<file path="src/hdl/assert_macros.svh">
// assertion macros shared by the rtl
`ifndef ASSERT_MACROS_SVH
`define ASSERT_MACROS_SVH

`ifndef NO_ASSERTIONS

// same-cycle implication
`define ABB_ASSERT_IMPLY(label, clk, rst_n, ante, cons, msg) \
    label: assert property (@(posedge clk) disable iff (!rst_n) (ante) |-> (cons)) \
        else $error(msg);

// next-cycle implication
`define ABB_ASSERT_NEXT(label, clk, rst_n, ante, cons, msg) \
    label: assert property (@(posedge clk) disable iff (!rst_n) (ante) |=> (cons)) \
        else $error(msg);

`else

`define ABB_ASSERT_IMPLY(label, clk, rst_n, ante, cons, msg)
`define ABB_ASSERT_NEXT(label, clk, rst_n, ante, cons, msg)

`endif

`endif

</file>
<file path="src/hdl/abb_pkg.sv">
`default_nettype none

package abb_pkg;

    localparam int COORD_BITS     = 20;
    localparam int TRIG_FRAC_BITS = 16;
    localparam int MAG_BITS       = TRIG_FRAC_BITS + 1;
    localparam int POS_BITS       = COORD_BITS + 2;
    localparam int OUT_BITS       = COORD_BITS + 3;
    localparam int ANGLE_BITS     = 9;
    localparam int SWEEP_BITS     = 10;
    localparam int END_BITS       = SWEEP_BITS + 1;
    localparam int WIDTH_BITS     = 9;
    localparam int HALF_BITS      = WIDTH_BITS - 1;
    localparam int REM_BITS       = 7;
    localparam int THR_BITS       = 10;
    localparam int PIPE_STAGES    = 7;
    localparam int NUM_SIDES      = 4;
    localparam int QUARTER_DEG    = 90;
    localparam int SERIES_TERMS   = 13;

    localparam logic [ANGLE_BITS-1:0] DEG_90  = ANGLE_BITS'(90);
    localparam logic [ANGLE_BITS-1:0] DEG_180 = ANGLE_BITS'(180);
    localparam logic [ANGLE_BITS-1:0] DEG_270 = ANGLE_BITS'(270);
    localparam logic [ANGLE_BITS-1:0] DEG_360 = ANGLE_BITS'(360);

    localparam logic signed [SWEEP_BITS-1:0] SWEEP_MAX = SWEEP_BITS'(360);
    localparam logic signed [SWEEP_BITS-1:0] SWEEP_MIN = -SWEEP_BITS'(360);
    localparam logic signed [END_BITS-1:0]   FULL_TURN = END_BITS'(360);

    localparam logic [63:0] PI_Q61 = 64'h6487ED5110B4611A;

    typedef logic [1:0] quadrant_t;

    // box sides, in the order the axis crossings visit them
    localparam quadrant_t SIDE_RIGHT  = 2'd0;
    localparam quadrant_t SIDE_BOTTOM = 2'd1;
    localparam quadrant_t SIDE_LEFT   = 2'd2;
    localparam quadrant_t SIDE_TOP    = 2'd3;

    typedef struct packed {
        quadrant_t             q;
        logic [REM_BITS-1:0]   r;
    } quad_split_t;

    typedef struct packed {
        logic [MAG_BITS-1:0] sin_mag;
        logic                sin_neg;
        logic [MAG_BITS-1:0] cos_mag;
        logic                cos_neg;
    } trig_t;

    typedef logic [MAG_BITS-1:0] sine_table_t [0:QUARTER_DEG];

    function automatic quad_split_t split_quadrant(input logic [ANGLE_BITS-1:0] d);
        quad_split_t s;
        if (d >= DEG_270)
        begin
            s.q = 2'd3;
            s.r = REM_BITS'(d - DEG_270);
        end
        else if (d >= DEG_180)
        begin
            s.q = 2'd2;
            s.r = REM_BITS'(d - DEG_180);
        end
        else if (d >= DEG_90)
        begin
            s.q = 2'd1;
            s.r = REM_BITS'(d - DEG_90);
        end
        else
        begin
            s.q = 2'd0;
            s.r = REM_BITS'(d);
        end
        return s;
    endfunction

    // (a * b) >> 61 on unsigned q3.61 values
    function automatic logic [63:0] mul_q61(input logic [63:0] a, input logic [63:0] b);
        logic [127:0] p;
        p = {64'd0, a} * {64'd0, b};
        return p[124:61];
    endfunction

    // taylor term divisor (2n)(2n+1)
    function automatic logic [63:0] series_div(input logic [63:0] t, input int n);
        case (n)
            1:       return t / 64'd6;
            2:       return t / 64'd20;
            3:       return t / 64'd42;
            4:       return t / 64'd72;
            5:       return t / 64'd110;
            6:       return t / 64'd156;
            7:       return t / 64'd210;
            8:       return t / 64'd272;
            9:       return t / 64'd342;
            10:      return t / 64'd420;
            11:      return t / 64'd506;
            12:      return t / 64'd600;
            13:      return t / 64'd702;
            default: return t;
        endcase
    endfunction

    function automatic logic [MAG_BITS-1:0] sine_quarter(input int k);
        logic [63:0] kk;
        logic [63:0] x;
        logic [63:0] x2;
        logic [63:0] term;
        logic [63:0] sum;
        kk   = 64'(k);
        x    = (PI_Q61 / 64'd180) * kk + ((PI_Q61 % 64'd180) * kk) / 64'd180;
        x2   = mul_q61(x, x);
        term = x;
        sum  = x;
        for (int n = 1; n <= SERIES_TERMS; n++)
        begin
            term = series_div(mul_q61(term, x2), n);
            if (n[0])
                sum = sum - term;
            else
                sum = sum + term;
        end
        sum = (sum + (64'd1 << (60 - TRIG_FRAC_BITS))) >> (61 - TRIG_FRAC_BITS);
        return sum[MAG_BITS-1:0];
    endfunction

    function automatic sine_table_t build_sine_table();
        sine_table_t t;
        for (int k = 0; k <= QUARTER_DEG; k++)
        begin
            t[k] = sine_quarter(k);
        end
        return t;
    endfunction

    localparam sine_table_t SINE_TABLE = build_sine_table();

endpackage

`default_nettype wire

</file>
<file path="src/hdl/abb_sine_unit.sv">
`default_nettype none

module abb_sine_unit (
    input  wire logic                             clk,
    input  wire logic                             en_split,
    input  wire logic                             en_read,
    input  wire logic [abb_pkg::ANGLE_BITS-1:0]   angle,
    output abb_pkg::trig_t                        trig
);

    abb_pkg::quad_split_t           split_reg;
    abb_pkg::quad_split_t           split_next;
    abb_pkg::trig_t                 trig_reg;
    abb_pkg::trig_t                 trig_next;
    logic [abb_pkg::REM_BITS-1:0]   idx_lo;
    logic [abb_pkg::REM_BITS-1:0]   idx_hi;

    assign split_next = abb_pkg::split_quadrant(angle);

    // cosine is the sine one quadrant further on
    always_comb
    begin
        idx_lo = split_reg.r;
        idx_hi = abb_pkg::REM_BITS'(abb_pkg::QUARTER_DEG) - split_reg.r;
        trig_next.sin_mag = split_reg.q[0] ? abb_pkg::SINE_TABLE[idx_hi]
                                           : abb_pkg::SINE_TABLE[idx_lo];
        trig_next.sin_neg = split_reg.q[1];
        trig_next.cos_mag = split_reg.q[0] ? abb_pkg::SINE_TABLE[idx_lo]
                                           : abb_pkg::SINE_TABLE[idx_hi];
        trig_next.cos_neg = split_reg.q[1] ^ split_reg.q[0];
    end

    always_ff @(posedge clk)
    begin
        if (en_split)
            split_reg <= split_next;
        if (en_read)
            trig_reg <= trig_next;
    end

    assign trig = trig_reg;

endmodule

`default_nettype wire

</file>
<file path="config.mk">
export PLATFORM = sky130hd
export DESIGN_NAME = abb_sine_unit
export DESIGN_NICKNAME = d
export VERILOG_FILES = /design/src/hdl/assert_macros.svh /design/src/hdl/abb_pkg.sv /design/src/hdl/abb_sine_unit.sv
export SDC_FILE = /design/constraint.sdc
export NUM_CORES = 1
export LEC_CHECK = 0
export ABC_AREA = 0
export BUFFER_PORTS_ARGS = -buffer_cell sky130_fd_sc_hd__buf_4
export CAP_MARGIN = 0
export CORE_MARGIN = 2
export CORE_UTILIZATION = 35
export DETAILED_ROUTE_END_ITERATION = 6
export HOLD_SLACK_MARGIN = 0.06
export PLACE_DENSITY = 0.48
export SYNTH_ARGS = -nofsm -noshare
export SYNTH_HDL_FRONTEND = slang
export SYNTH_SLANG_ARGS = --single-unit
</file>
<file path="constraint.sdc">
create_clock -name clk -period 5.8 [get_ports clk]
set_clock_uncertainty 0.2 [all_clocks]
set_input_delay 1.16 -clock clk [delete_from_list [all_inputs] [get_ports clk]]
set_output_delay 1.16 -clock clk [all_outputs]
set_load 0.01 [all_outputs]
</file>
==> qor.yml <==
gr-total-overflow: 0
via_per_inst: 6.66
yosys_register_bits: 45
yosys.area.top_type: "edfxtp_1"
clock_latency_ns: 0.30
antenna_found_initial: 0
antennaDiodeCount: 0
syn_inst: 936
wirelength_mm: 29.7
cts_buffer_depth: 2
grt_pass1_wl_mm: 44.7
ys.flop_type: "edfxtp_1"
cap_viol_max_count: 0
path_clk_slew_ns: 0.07
post-route-period-util: 0.783
status: "finished, final reports clean"
synth_top_area_frac: 0.194
multi_input_area_sq_um: 5040
grt_start_max_net_pins: 96
drc: 0
fmax_mhz: 220
place.gp.congestion: 0.972
ys_seq_area_frac: 0.194
chipWidth_um: 145
detailedRoute.firstIterationViolations: 1374
syn_area_sq_um: 6960
min_path_cells: 0
cp.required_ns: 5.60
avgSynthCellArea_sq_um: 7.43
cts_buffers: 5
ios: 48
internal-power_mw: 1.23
r2r_cells: 10
cts_tree: "built"
start_util: 0.357
ir_drop_uv: 106
area_growth_pct: 8.35
worstSetupEndpointType: "register"
root_buffer: "clkbuf_16"
swShare: 0.501
crit_fanout: 18
crit_type: "register to register"
first_pass_iters: 6
synth.distinct_cells: 87
syn-num-nets: 973
grt_pass1_vias: 7168
worst_slew_pin_slew_ns: 0.933
post_cts_resize_count: 0
grtUsageTotal: 0.269
drive_above_1_share: 0.140
nNetsFinal: 953
largest_reg_flops: 36
synth_area_leaders: "edfxtp_1 19%, a21oi_1 6.5%, o21ai_0 5.8%"
fp.dieH_um: 145
portBuffers: 47
worstPathCellList: "inv_1, ha_1, nor2b_4, nor3_4, nor2_2, buf_4, nor2_1, o311a_1, nor4_1, mux2i_1"
via_count: 7876
power_density_nw_per_um2: 326
clockPowerShare: 0.136
grt_setup_unrepaired: "false"
fillers: 2106
fp-row-count: 51
hold_slack_ns: 0.316
hp-class: "register to register"
hpwl_mm: 20.9
p_comb_frac: 0.664
ys.warnings.count: 0
sequentialPowerShare: 0.200
cts.sinks: 45
finalCriticalPeriod_ns: 4.54
wl_per_cell_um: 25.1
seq_area_sq_um: 1350
fin_total_pwr_mw: 2.46
final_hold_viol_count: 0
hold_buffers: 0
place_ws_ns: 1.43
finalSetupViolCount: 0
die-area_sq_um: 21000
setup_tns_ns: 0
slowest_stage: "nor4_1"
yosysMostFrequentCell: "a21oi_1"
core_sq_um: 19500
netlist_top_cells_count: "90 x a21oi_1, 81 x nand2_1, 81 x o21ai_0"
synth-edff-count: 45
slew_headroom: 0.375
htree_levels: 2
maxSlewViolCount: 0
power_leakage_nw: 2.75
cpPeakStageDelay_ns: 0.70
cp-start-kind: "register"
p_sw_mw: 1.23
async_flop_share: 0
ant_nets: 0
setup_ws_ns: 1.26
cts_setup_buffers: 0
arrival_ns: 4.34
[per-layer routing]
metal	track usage	share of wire	wire [um]	up-vias
li1	-	-	-	3533
met1	0.368	0.41	12300	3701
met2	0.404	0.43	12800	544
met3	0.0585	0.11	3150	98
met5	0	0	0	-
met4	0.126	0.050	1500	0
[worst paths after layout]
path,startpoint,to,slack (ns)
setup / recovery,idx_lo[2],trig[28],1.26
setup reg to reg,idx_lo[2],trig[28],1.26
hold / removal,split_reg[8],trig[18],0.32
hold reg to reg,split_reg[8],trig[18],0.32
[layout by cell type, fill, tap and decap left out, drive strengths merged, types with 13 or more instances in the layout]
cell type   n
a211oi     13
a21oi      91
a31oi      28
buf        76
edfxtp     45
ha         25
inv        18
mux2i      25
nand2      82
nand2b     24
nand3      19
nor2       78
nor2b      22
nor3       27
o211ai     29
o21ai      86
xnor2      13
[power by group through the flow]
stage | Combinational [mW] | Sequential (mW) | Clock, mW
3_5_place_dp | 1.57 | 0.500 | 0
2_1_floorplan | 1.03 | 0.521 | 0
4_1_cts | 1.58 | 0.493 | 0.344
5_1_grt | 1.73 | 0.501 | 0.357
3_3_place_gp | 1.60 | 0.501 | 0
6_report | 1.63 | 0.492 | 0.334
[metrics by stage]
step,utilization,cells,area [sq um]
floorplan,-,936,6960
global placement,0.379,1174,7370
detailed placement,0.379,1174,7370
CTS,0.387,1182,7540
global route,0.387,1182,7540
finish,0.387,1182,7540
[worst max-delay path, delay by kind of cell, from the launching register on]
family / cells / cell delay (ns)
DFF: 1 / 0.39
AOI/OAI and AO/OA: 1 / 0.31
buffers and inverters: 2 / 0.77
muxes: 1 / 0.16
and+or+nand+nor: 5 / 1.97
adders and majority gates: 1 / 0.43
[cell families (layout without fill, tap and decap cells)]
kind of cell	count (synthesis)	after routing	share of synthesized area
adder cells (fa/ha/maj)	26	26	0.0464
flip-flops	45	45	0.194
AO/OA/AOI/OAI	378	378	0.365
multiplexers	39	39	0.0651
XOR/XNOR	16	16	0.0261
AND/OR/NAND/NOR	310	310	0.222
buffers and inverters	122	103	0.0806
[cell type report]
| class | instances | area share |
|---|---|---|
| clock buffer | 6 | 0.0171 |
| clock inverter | 2 | 0.00515 |
| inverter | 19 | 0.00946 |
| multi-input combinational | 769 | 0.669 |
| sequential | 45 | 0.179 |
| tap | 265 | 0.0440 |
| timing repair buffer | 76 | 0.0757 |
Note: power is estimated with default switching activity, not from simulation.
